$ cat config.mk
export PLATFORM = sky130hd
export DESIGN_NAME = go_back_n_sender_window_flat
export DESIGN_NICKNAME = d
export VERILOG_FILES = /design/src/rtl/gbn_pkg.sv /design/src/rtl/gbn_ifs.sv /design/src/rtl/gbn_datapath.sv /design/src/rtl/gbn_ctrl.sv /design/src/rtl/go_back_n_sender_window.sv /design/src/flat_wrapper.sv
export SDC_FILE = /design/constraint.sdc
export NUM_CORES = 1
export LEC_CHECK = 0
export ABC_AREA = 1
export BUFFER_PORTS_ARGS = -buffer_cell sky130_fd_sc_hd__buf_2
export CAP_MARGIN = 20
export CORE_ASPECT_RATIO = 1.5
export CORE_MARGIN = 2
export CORE_UTILIZATION = 53
export CTS_CLUSTER_SIZE = 30
export DETAILED_ROUTE_END_ITERATION = 8
export PLACE_DENSITY = 0.81
export SLEW_MARGIN = 20
export SYNTH_ARGS = -nofsm -noshare
export SYNTH_HDL_FRONTEND = slang
export SYNTH_SLANG_ARGS = --single-unit
$ cat constraint.sdc
create_clock -name clk -period 2.9 [get_ports clk]
set_clock_uncertainty 0.1 [all_clocks]
set_input_delay 0.725 -clock clk [delete_from_list [all_inputs] [get_ports clk]]
set_output_delay 0.725 -clock clk [all_outputs]
set_load 0.005 [all_outputs]
$ cat src/rtl/gbn_pkg.sv
// Shared types, codes and command/status structs for the go-back-N sender window.
// No dependencies; compiled first.
package gbn_pkg;

  localparam int SEQ_W = 4;

  typedef logic [SEQ_W-1:0] seq_t;
  typedef logic [1:0]       cmd_t;
  typedef logic [2:0]       kind_t;
  typedef logic [1:0]       timer_t;
  typedef logic [1:0]       dup_t;

  // input command codes
  localparam cmd_t CMD_SEND    = 2'd0;
  localparam cmd_t CMD_ACK     = 2'd1;
  localparam cmd_t CMD_TIMEOUT = 2'd2;
  localparam cmd_t CMD_UNUSED  = 2'd3;

  // result kinds
  localparam kind_t KIND_REFUSED  = 3'd0;
  localparam kind_t KIND_NEW      = 3'd1;
  localparam kind_t KIND_RETX     = 3'd2;
  localparam kind_t KIND_ACCEPTED = 3'd3;
  localparam kind_t KIND_IGNORED  = 3'd4;
  localparam kind_t KIND_EMPTY    = 3'd5;

  // timer commands
  localparam timer_t TIMER_NONE  = 2'd0;
  localparam timer_t TIMER_START = 2'd1;
  localparam timer_t TIMER_STOP  = 2'd2;

  localparam dup_t DUP_LIMIT   = 2'd3;
  localparam seq_t WINDOW_INIT = 4'd4;

  typedef struct packed {
    kind_t  kind;
    seq_t   seq;
    timer_t timer_action;
    logic   last;
    logic   all_acked;
  } res_t;

  // controller -> datapath
  typedef struct packed {
    logic load;   // transaction accepted on the request channel
    logic step;   // load the next retransmit result
  } dp_cmd_t;

  // datapath -> controller
  typedef struct packed {
    logic emit;      // accepted command produces a result
    logic more;      // accepted command starts a retransmit run of two or more
    logic run_last;  // next step loads the final result of the run
  } dp_stat_t;

endpackage

$ cat src/rtl/gbn_ifs.sv
// Valid/ready channel interfaces for requests and results.
// Depends on gbn_pkg.
interface gbn_req_if;
  import gbn_pkg::*;
  logic valid;
  logic ready;
  cmd_t command;
  seq_t ack_seq;
  logic ack_valid;
  modport source(output valid, command, ack_seq, ack_valid, input ready);
  modport sink(input valid, command, ack_seq, ack_valid, output ready);
endinterface

interface gbn_res_if;
  import gbn_pkg::*;
  logic   valid;
  logic   ready;
  kind_t  kind;
  seq_t   seq;
  timer_t timer_action;
  logic   last;
  logic   all_acked;
  modport source(output valid, kind, seq, timer_action, last, all_acked, input ready);
  modport sink(input valid, kind, seq, timer_action, last, all_acked, output ready);
endinterface

$ cat src/rtl/gbn_datapath.sv
// Window state (base, next sequence, duplicate count, window size), result
// register and retransmit run counter. Depends on gbn_pkg.
module gbn_datapath (
  input  logic              clk,
  input  logic              rst,
  input  gbn_pkg::dp_cmd_t  cmd,
  output gbn_pkg::dp_stat_t stat,
  input  logic              cfg_wr_en,
  input  gbn_pkg::seq_t     cfg_wr_data,
  input  gbn_pkg::cmd_t     command,
  input  gbn_pkg::seq_t     ack_seq,
  input  logic              ack_valid,
  output gbn_pkg::res_t     res
);
  import gbn_pkg::*;

  seq_t window_size;
  seq_t window_base;
  seq_t next_seq;
  dup_t dup_count;
  seq_t run_seq;

  seq_t outstanding;
  seq_t ack_off;
  seq_t ack_inc;
  dup_t dup_inc;
  logic send_ok;
  logic ack_ok;
  logic dup_ack;
  logic rtx;
  res_t rtx_res;
  res_t first_res;

  always_comb begin
    outstanding = next_seq - window_base;
    ack_off     = ack_seq - window_base;
    ack_inc     = ack_seq + 1'b1;
    dup_inc     = dup_count + 1'b1;
    send_ok     = outstanding < window_size;
    ack_ok      = ack_valid && (ack_off < window_size) && (ack_off < outstanding);
    dup_ack     = ack_valid && !ack_ok && (ack_inc == window_base);
    rtx         = (command == CMD_TIMEOUT) ||
                  ((command == CMD_ACK) && dup_ack && (dup_inc == DUP_LIMIT));

    if (outstanding == '0) begin
      rtx_res = '{kind: KIND_EMPTY, seq: window_base, timer_action: TIMER_STOP,
                  last: 1'b1, all_acked: 1'b1};
    end else begin
      rtx_res = '{kind: KIND_RETX, seq: window_base, timer_action: TIMER_START,
                  last: (outstanding == seq_t'(1)), all_acked: 1'b0};
    end

    first_res = '{kind: KIND_IGNORED, seq: window_base, timer_action: TIMER_NONE,
                  last: 1'b1, all_acked: (outstanding == '0)};
    unique case (command)
      CMD_SEND: begin
        if (send_ok) begin
          first_res = '{kind: KIND_NEW, seq: next_seq,
                        timer_action: (outstanding == '0) ? TIMER_START : TIMER_NONE,
                        last: 1'b1, all_acked: 1'b0};
        end else begin
          first_res.kind = KIND_REFUSED;
        end
      end
      CMD_ACK: begin
        if (ack_ok) begin
          first_res = '{kind: KIND_ACCEPTED, seq: ack_inc,
                        timer_action: (ack_inc == next_seq) ? TIMER_STOP : TIMER_NONE,
                        last: 1'b1, all_acked: (ack_inc == next_seq)};
        end else if (rtx) begin
          first_res = rtx_res;
        end
      end
      CMD_TIMEOUT: first_res = rtx_res;
      default:     first_res = rtx_res;
    endcase

    stat.emit     = (command != CMD_UNUSED);
    stat.more     = rtx && (outstanding > seq_t'(1));
    stat.run_last = (seq_t'(run_seq + 1'b1) == next_seq);
  end

  always_ff @(posedge clk) begin
    if (rst) begin
      window_size <= WINDOW_INIT;
      window_base <= '0;
      next_seq    <= '0;
      dup_count   <= '0;
    end else begin
      if (cfg_wr_en) begin
        window_size <= cfg_wr_data;
      end
      if (cmd.load) begin
        if (command == CMD_SEND && send_ok) begin
          next_seq <= next_seq + 1'b1;
        end
        if (command == CMD_ACK) begin
          if (ack_ok) begin
            window_base <= ack_inc;
          end else if (rtx) begin
            dup_count <= '0;
          end else if (dup_ack) begin
            dup_count <= dup_inc;
          end
        end
      end
    end
  end

  // result payload and run position need no reset
  always_ff @(posedge clk) begin
    if (cmd.load) begin
      res     <= first_res;
      run_seq <= window_base + 1'b1;
    end else if (cmd.step) begin
      res     <= '{kind: KIND_RETX, seq: run_seq, timer_action: TIMER_NONE,
                   last: stat.run_last, all_acked: 1'b0};
      run_seq <= run_seq + 1'b1;
    end
  end

  // the count clears as it reaches the limit, so it never rests there
  a_dup_below_limit: assert property (@(posedge clk) disable iff (rst)
    dup_count != DUP_LIMIT)
    else $error("duplicate count resting at limit");

endmodule

$ cat src/rtl/gbn_ctrl.sv
// Sequencing FSM: request acceptance, retransmit run stepping and the
// result register's valid flag. Depends on gbn_pkg.
module gbn_ctrl (
  input  logic              clk,
  input  logic              rst,
  input  logic              req_valid,
  output logic              req_ready,
  output logic              res_valid,
  input  logic              res_ready,
  input  gbn_pkg::dp_stat_t stat,
  output gbn_pkg::dp_cmd_t  cmd
);
  import gbn_pkg::*;

  localparam logic ST_IDLE = 1'b0;
  localparam logic ST_RUN  = 1'b1;

  logic state;
  logic state_next;
  logic out_valid;
  logic out_valid_next;
  logic slot_free;
  logic accept;

  always_comb begin
    slot_free = !out_valid || res_ready;
    req_ready = (state == ST_IDLE) && slot_free;
    accept    = req_valid && req_ready;
    cmd.load  = accept;
    cmd.step  = (state == ST_RUN) && slot_free;

    priority if (accept && stat.emit) begin
      out_valid_next = 1'b1;
    end else if (cmd.step) begin
      out_valid_next = 1'b1;
    end else if (res_ready) begin
      out_valid_next = 1'b0;
    end else begin
      out_valid_next = out_valid;
    end

    state_next = state;
    unique case (state)
      ST_IDLE: if (accept && stat.more) state_next = ST_RUN;
      ST_RUN:  if (cmd.step && stat.run_last) state_next = ST_IDLE;
      default: state_next = ST_IDLE;
    endcase
  end

  always_ff @(posedge clk) begin
    if (rst) begin
      state     <= ST_IDLE;
      out_valid <= 1'b0;
    end else begin
      state     <= state_next;
      out_valid <= out_valid_next;
    end
  end

  assign res_valid = out_valid;

  a_no_accept_in_run: assert property (@(posedge clk) disable iff (rst)
    (state == ST_RUN) |-> !(req_valid && req_ready))
    else $error("request taken during retransmit run");

  a_result_follows: assert property (@(posedge clk) disable iff (rst)
    (req_valid && req_ready && stat.emit) |=> res_valid)
    else $error("accepted transaction produced no result");

  a_run_ends: assert property (@(posedge clk) disable iff (rst)
    (state == ST_RUN && cmd.step && stat.run_last) |=> (state == ST_IDLE && res_valid))
    else $error("retransmit run did not close");

endmodule

$ cat src/rtl/go_back_n_sender_window.sv
// Go-back-N sender window control with fast retransmit over 4-bit sequence
// numbers (window_size resets to 4). Sends, ACKs and timeouts are taken one
// per cycle, while the result side is ready, when each produces a single result;
// the result sits in an output register, so a new request is taken in the
// same cycle the previous result leaves. A timeout or third duplicate ACK with
// n > 0 numbers outstanding yields a run of n retransmit results, one per
// cycle while the result side is ready, from the datapath's run counter;
// requests are held off until the run's last result is loaded. Command code
// 3 gives no result. Depends on gbn_pkg, gbn_ifs, gbn_ctrl and gbn_datapath.
module go_back_n_sender_window (
  input  logic          clk,
  input  logic          rst,
  gbn_req_if.sink       request,
  gbn_res_if.source     result,
  input  logic          cfg_wr_en,
  input  gbn_pkg::seq_t cfg_wr_data
);
  import gbn_pkg::*;

  dp_cmd_t  cmd;
  dp_stat_t stat;
  res_t     res;

  gbn_ctrl u_ctrl (
    .clk       (clk),
    .rst       (rst),
    .req_valid (request.valid),
    .req_ready (request.ready),
    .res_valid (result.valid),
    .res_ready (result.ready),
    .stat      (stat),
    .cmd       (cmd)
  );

  gbn_datapath u_datapath (
    .clk         (clk),
    .rst         (rst),
    .cmd         (cmd),
    .stat        (stat),
    .cfg_wr_en   (cfg_wr_en),
    .cfg_wr_data (cfg_wr_data),
    .command     (request.command),
    .ack_seq     (request.ack_seq),
    .ack_valid   (request.ack_valid),
    .res         (res)
  );

  assign result.kind         = res.kind;
  assign result.seq          = res.seq;
  assign result.timer_action = res.timer_action;
  assign result.last         = res.last;
  assign result.all_acked    = res.all_acked;

endmodule

$ cat src/flat_wrapper.sv
// flat-port wrapper written by rule: the top's interface ports become plain ports
module go_back_n_sender_window_flat import gbn_pkg::*;
  (clk, rst, cfg_wr_en, cfg_wr_data, request_valid, request_command, request_ack_seq, request_ack_valid, request_ready, result_valid, result_kind, result_seq, result_timer_action, result_last, result_all_acked, result_ready);
  gbn_req_if request_i ();
  gbn_res_if result_i ();
  input  logic clk;
  input  logic rst;
  input  logic cfg_wr_en;
  input  gbn_pkg::seq_t cfg_wr_data;
  input wire logic [$bits(request_i.valid)-1:0] request_valid;
  input wire logic [$bits(request_i.command)-1:0] request_command;
  input wire logic [$bits(request_i.ack_seq)-1:0] request_ack_seq;
  input wire logic [$bits(request_i.ack_valid)-1:0] request_ack_valid;
  output wire logic [$bits(request_i.ready)-1:0] request_ready;
  output wire logic [$bits(result_i.valid)-1:0] result_valid;
  output wire logic [$bits(result_i.kind)-1:0] result_kind;
  output wire logic [$bits(result_i.seq)-1:0] result_seq;
  output wire logic [$bits(result_i.timer_action)-1:0] result_timer_action;
  output wire logic [$bits(result_i.last)-1:0] result_last;
  output wire logic [$bits(result_i.all_acked)-1:0] result_all_acked;
  input wire logic [$bits(result_i.ready)-1:0] result_ready;
  assign request_i.valid = request_valid;
  assign request_i.command = request_command;
  assign request_i.ack_seq = request_ack_seq;
  assign request_i.ack_valid = request_ack_valid;
  assign request_ready = request_i.ready;
  assign result_valid = result_i.valid;
  assign result_kind = result_i.kind;
  assign result_seq = result_i.seq;
  assign result_timer_action = result_i.timer_action;
  assign result_last = result_i.last;
  assign result_all_acked = result_i.all_acked;
  assign result_i.ready = result_ready;
  go_back_n_sender_window u_core (.clk(clk), .rst(rst), .request(request_i), .result(result_i), .cfg_wr_en(cfg_wr_en), .cfg_wr_data(cfg_wr_data));
endmodule
==> results of run 1 <==
[where the power goes]
group,switching [mW],internal (mW)
registers,0.0164,0.506
logic,0.263,0.182
clock network,0.168,0.278
[synthesized netlist by cell type (2+ instances only)]
cell	n	area share [%]
nand2_1	70	11
inv_1	40	6.5
a21oi_1	22	4.8
ha_1	20	11
nor2_1	19	3.1
dfxtp_1	16	14
nand3_1	16	3.5
edfxtp_1	15	20
o21ai_0	14	3.0
xor2_1	11	4.2
o21ai_1	6	1.3
inv_2	5	0.81
nand4_1	5	1.4
nand2_2	4	1.1
nand3_2	4	1.7
or2_2	4	1.1
xnor2_1	4	1.5
nor2_2	3	0.81
o211ai_1	3	0.98
buf_4	2	0.65
fa_1	2	1.7
nor3_1	2	0.43
[per-layer routing]
layer  vias up  wire length [µm]  part of all wire [%]
li1       1093                 -                     -
met1      1033              2260                    36
met2        93              3370                    54
met3        28               300                   4.8
met4         0               335                   5.3
met5         -                 0                     0
[what timing repair did]
action,4_1_cts,5_1_grt
endpoints found under the hold margin,0,0
pin swaps,1,14
gates cloned,0,1
endpoints found under the setup margin,3,21
setup buffers,0,4
resized for setup,1,39
[final cells by class]
type / count / share of cell area [%]
clock buffer: 6 / 2.75
clock inverter: 2 / 1.17
inverter: 45 / 5.87
multi-input combinational: 220 / 51.7
sequential: 31 / 25.7
tap: 46 / 1.92
timing repair buffer: 50 / 10.8
[critical path, stage by stage]
cell and delay [ns]:
buf_8 0.10, inv_6 0.05, ha_4 0.13, inv_4 0.04, fa_2 0.36, xor2_2 0.18
ha_2 0.20, nand2_2 0.06, nand2_2 0.07, nor3_4 0.24, nand3_4 0.15, buf_6 0.15
nor2_4 0.22, nor2_2 0.07, a211oi_2 0.20
[flip-flops by register name (all words and copies together), names as in the netlist]
register and count:
u_core.u_datapath.dup_count 2, u_core.u_datapath.window_size 4, u_core.u_ctrl.res_valid 1, u_core.u_datapath.window_base 4
u_core.u_ctrl.state 1, u_core.u_datapath.res 11, u_core.u_datapath.next_seq 4, u_core.u_datapath.run_seq 4
[per-stage QoR]
step | std cells | worst slack (ns)
2_1_floorplan | 299 | 0.00976
3_3_place_gp | 387 | -0.167
3_5_place_dp | 387 | -0.275
4_1_cts | 395 | 0.0116
5_1_grt | 400 | -0.162
6_report | 400 | 0.0445
[worst paths after layout]
check                                                 from                                       endpoint  slack, ns
max                                     request_ack_seq[0]  u_core.u_datapath.window_base[0]$_SDFFE_PP0P_       0.04
min            u_core.u_datapath.dup_count[0]$_SDFFE_PP0P_    u_core.u_datapath.dup_count[0]$_SDFFE_PP0P_       0.39
max reg2reg  u_core.u_datapath.window_base[1]$_SDFFE_PP0P_             u_core.u_datapath.res[5]$_DFFE_PP_       0.05
min reg2reg    u_core.u_datapath.dup_count[0]$_SDFFE_PP0P_    u_core.u_datapath.dup_count[0]$_SDFFE_PP0P_       0.39
[kinds of logic after synthesis]
logic type / after synthesis / synth area share, %
XOR/XNOR: 16 / 6.89
AO/OA/AOI/OAI: 51 / 12.7
adder cells (fa/ha/maj): 22 / 12.6
flip-flops: 31 / 33.4
AND/OR/NAND/NOR: 130 / 26.1
buffers and inverters: 49 / 8.36
==> impl_metrics.toml, run 1 <==
[run_status]
outcome = "completed"

[synth]
ys_async_sr_fraction_pct = 0
yosysWarnings = 0
synth.yosys.seq_area_share_pct = 33.4
ys_ff_latch = 31
synthFlopType = "dfxtp_1"
syn_area_um2 = 2300
yosysUniqueCellTypes = 34
synth_cells = 299
syn_nets = 337
synth_area_per_cell_um2 = 7.71
synth_edf_count = 15

[placement]
dpl_cell_area_um2 = 2670
gp_congestion = 0.900
io_buffers = 28
dp_hpwl_mm = 4.22

[detailed_routing]
drtAntennaViolNets = 0
drtIter0Drc = 134
wl_per_cell_um = 15.7
dr.pass1.iters = 5
routed-via-count = 2247
drc = 0
vias_per_cell = 5.62
drt-total-wl_mm = 6.27

[clocking]
htreeDepth = 2
cts_tree = "built"
cts_sinks = 31
clock_path_buffers = 2
ctsHoldBuffers = 0
ctsRootBufferMaster = "clkbuf_8"
cts_inserted_buffers = 5
clkTransAtPathRegs_ns = 0.07
worstSkewPairLatency_ns = 0.29

[pwr]
p_total_mw = 1.41
powerDensity_nw_per_um2 = 471
peakVddDrop_mv = 0.446
power_leakage_nw = 1.39

[global_route]
top_usage_layer = "met2"
globalRouteOverflowTotal = 0
met1_usage_pct = 25.0
grt_pass1_wl_mm = 9.12
grt_max_degree = 16
grt_pass1_vias = 2142
use_met2_pct = 43.0
antenna_found_initial = 0
met3_usage_pct = 4.93
grt_usage_pct = 24.1

[worst_setup_path]
endpoint_kind = "register"
worstPathRequired_ns = 3.00
arrival_ns = 2.96
startpoint_type = "input port"
crit_type = "input port to register"
cp_max_fo = 8
rr_worst_depth = 16

[layout]
fillerInstances = 299
n_antenna_cell = 0
multiInputGateArea_um2 = 1550
area_growth_pct = 30.3
seqCellArea_um2 = 772
stdcell_area_um2 = 3000
mostFrequentLayoutCells = "nand2_1 (64), inv_1 (36), buf_2 (26), buf_4 (21), a21oi_1 (18)"
drive_above_1_share_pct = 34.2
layout.nets = 391
fin_util_pct = 71.3
final_common_cell = "nand2_1"

[hold_path]
hp-class = "register to register"
min_path_cells = 2

[sta]
final_max_slew_viol_count = 0
timing.final.crit_share_pct = 98.5
finalSetupViolCount = 0
tightest_slew_ns = 0.700
period_minus_slack_ns = 2.86
rsz0062_at_grt = "yes"
slew-limit-headroom_pct = 53.3
fmax_mhz = 350
tns_ns = 0
holdWs_ns = 0.388
finalHoldViolations = 0

[floorplan]
start_util_pct = 54.8
fp.dieW_um = 57.8
coreArea_um2 = 4210
die-area_um2 = 4900
fp-row-count = 29
die_height_um = 84.8
ios = 29

[flow_run]
drv_cap = 0
(Power assumes the default switching activity.)
==> run 2, diff against run 1 <==
--- a/config.mk
+++ b/config.mk
@@ -10,10 +10,10 @@
 export CAP_MARGIN = 20
 export CORE_ASPECT_RATIO = 1.5
 export CORE_MARGIN = 2
-export CORE_UTILIZATION = 53
+export CORE_UTILIZATION = 58
 export CTS_CLUSTER_SIZE = 30
 export DETAILED_ROUTE_END_ITERATION = 8
-export PLACE_DENSITY = 0.81
+export PLACE_DENSITY = 0.84
 export SLEW_MARGIN = 20
 export SYNTH_ARGS = -nofsm -noshare
 export SYNTH_HDL_FRONTEND = slang
==> constraint.sdc (replaced) <==
create_clock -name clk -period 3.2 [get_ports clk]
set_clock_uncertainty 0.1 [all_clocks]
set_input_delay 0.8 -clock clk [delete_from_list [all_inputs] [get_ports clk]]
set_output_delay 0.8 -clock clk [all_outputs]
set_load 0.005 [all_outputs]
==> impl_metrics.toml, run 2 (synthesis results as in run 1) <==
[run_status]
outcome = "completed"

[worst_setup_path]
critPathSlowestCell = "fa_1"
crit_path_frequent_cell = "nand2_1"
arrival_ns = 2.93
crit_type = "input port to register"
rr_worst_depth = 11
max_stage_delay_ns = 0.50
endpoint_kind = "register"
cp_cell_sequence = "buf_2 -> inv_1 -> ha_1 -> inv_1 -> fa_1 -> ha_1 -> nand2_1 -> nand2_1 -> nand3_1 -> nand3_1 -> buf_4 -> nand2_1 -> o211ai_1 -> nand4_1 -> nand2_1 -> inv_1"
cp_max_fo = 5
worstPathRequired_ns = 3.15
startpoint_type = "input port"

[global_route]
globalRouteOverflowTotal = 0
grt_usage_pct = 24.2
grt_pass1_vias = 1966
grt_max_degree = 16
antenna_found_initial = 0
met1_usage_pct = 24.4
top_usage_layer = "met2"
met3_usage_pct = 3.50
grt_pass1_wl_mm = 8.50
use_met2_pct = 46.0

[detailed_routing]
drc = 0
dr.pass1.iters = 5
vias_per_cell = 5.49
wl_per_cell_um = 13.5
drtIter0Drc = 61
drtAntennaViolNets = 0
routed-via-count = 2162
drt-total-wl_mm = 5.33

[clocking]
cts_resized = 0
cts_tree = "built"
post-cts-setup-buffers = 0
worstSkewPairLatency_ns = 0.29
cts_sinks = 31
htreeDepth = 2
ctsRootBufferMaster = "clkbuf_8"
clkTransAtPathRegs_ns = 0.07
cts_inserted_buffers = 5
ctsHoldBuffers = 0
clock_path_buffers = 2

[placement]
pre_cts_slack_ns = -0.142
gp_congestion = 0.940
dp_hpwl_mm = 4.15
dpl_cell_area_um2 = 2610
io_buffers = 28

[layout]
area_growth_pct = 17.1
regMostFlops = "u_core.u_datapath.res"
drive_above_1_share_pct = 22.6
stdcell_area_um2 = 2700
mostFrequentLayoutCells = "nand2_1 (70), inv_1 (40), buf_2 (28), a21oi_1 (22), ha_1 (20)"
layout.nets = 386
final_common_cell = "nand2_1"
n_antenna_cell = 0
largest_reg_flops = 11

[floorplan]
die-area_um2 = 4500
start_util_pct = 59.3
coreArea_um2 = 3890
fp.dieW_um = 55.5
ios = 29
fp-row-count = 28
die_height_um = 81.2

[pwr]
peakVddDrop_mv = 0.380
powerDensity_nw_per_um2 = 406
power_leakage_nw = 1.32

[sta]
finalWorstSetupSlack_ns = 0.221
period_minus_slack_ns = 2.98
finalSetupViolCount = 0
holdWs_ns = 0.372
rsz0062_at_grt = "no"
fmax_mhz = 336
slew-limit-headroom_pct = 54.6
finalHoldViolations = 0
tightest_slew_ns = 0.680
final_max_slew_viol_count = 0
timing.final.crit_share_pct = 93.1

[hold_path]
hp-class = "register to register"
min_path_cells = 2

[flow_run]
drv_cap = 0
-- run 2: final cells by class --
type                       instances  area [µm²]
sequential                        31         771
inverter                          45         169
timing repair buffer              45         268
multi-input combinational        220        1350
clock inverter                     2        8.76
tap                               45        56.3
clock buffer                       6        72.6
fill                             311        1190
-- run 2: power breakdown --
group          total, mW  switching (mW)  internal, mW
registers          0.471          0.0133         0.458
clock network      0.293           0.144         0.149
logic              0.332           0.199         0.133
-- run 2: routing by layer --
metal	vias to the layer above	share of wire, %
met5	-	0
met4	0	4.8
met3	24	5.0
met2	83	54
met1	975	36
li1	1080	-
-- run 2: critical path: cells and delay by family --
family          cells  cell delay [ns]
compound gates      1             0.10
fa+ha+maj           3             0.94
buf+inv             5             0.42
simple gates        7             0.66
-- run 2: worst paths after layout --
check / start / endpoint / slack, ns
worst max-delay path: request_ack_seq[0] / u_core.u_datapath.res[6]$_DFFE_PP_ / 0.22
worst min register to register: u_core.u_datapath.dup_count[0]$_SDFFE_PP0P_ / u_core.u_datapath.dup_count[0]$_SDFFE_PP0P_ / 0.37
worst max register to register: u_core.u_datapath.window_base[0]$_SDFFE_PP0P_ / u_core.u_datapath.next_seq[1]$_SDFFE_PP0P_ / 0.24
worst min-delay path: u_core.u_datapath.dup_count[0]$_SDFFE_PP0P_ / u_core.u_datapath.dup_count[0]$_SDFFE_PP0P_ / 0.37
-- run 2: metrics by stage --
stage	utilization [%]	power, mW	cells	setup TNS [ns]
after floorplan	-	0.701	299	0
after global placement	67.0	0.789	385	-0.182
after detailed placement	67.0	0.802	385	-1.46
after CTS	69.1	1.10	393	0
after global routing	69.4	1.16	394	0
final	69.4	1.10	394	0
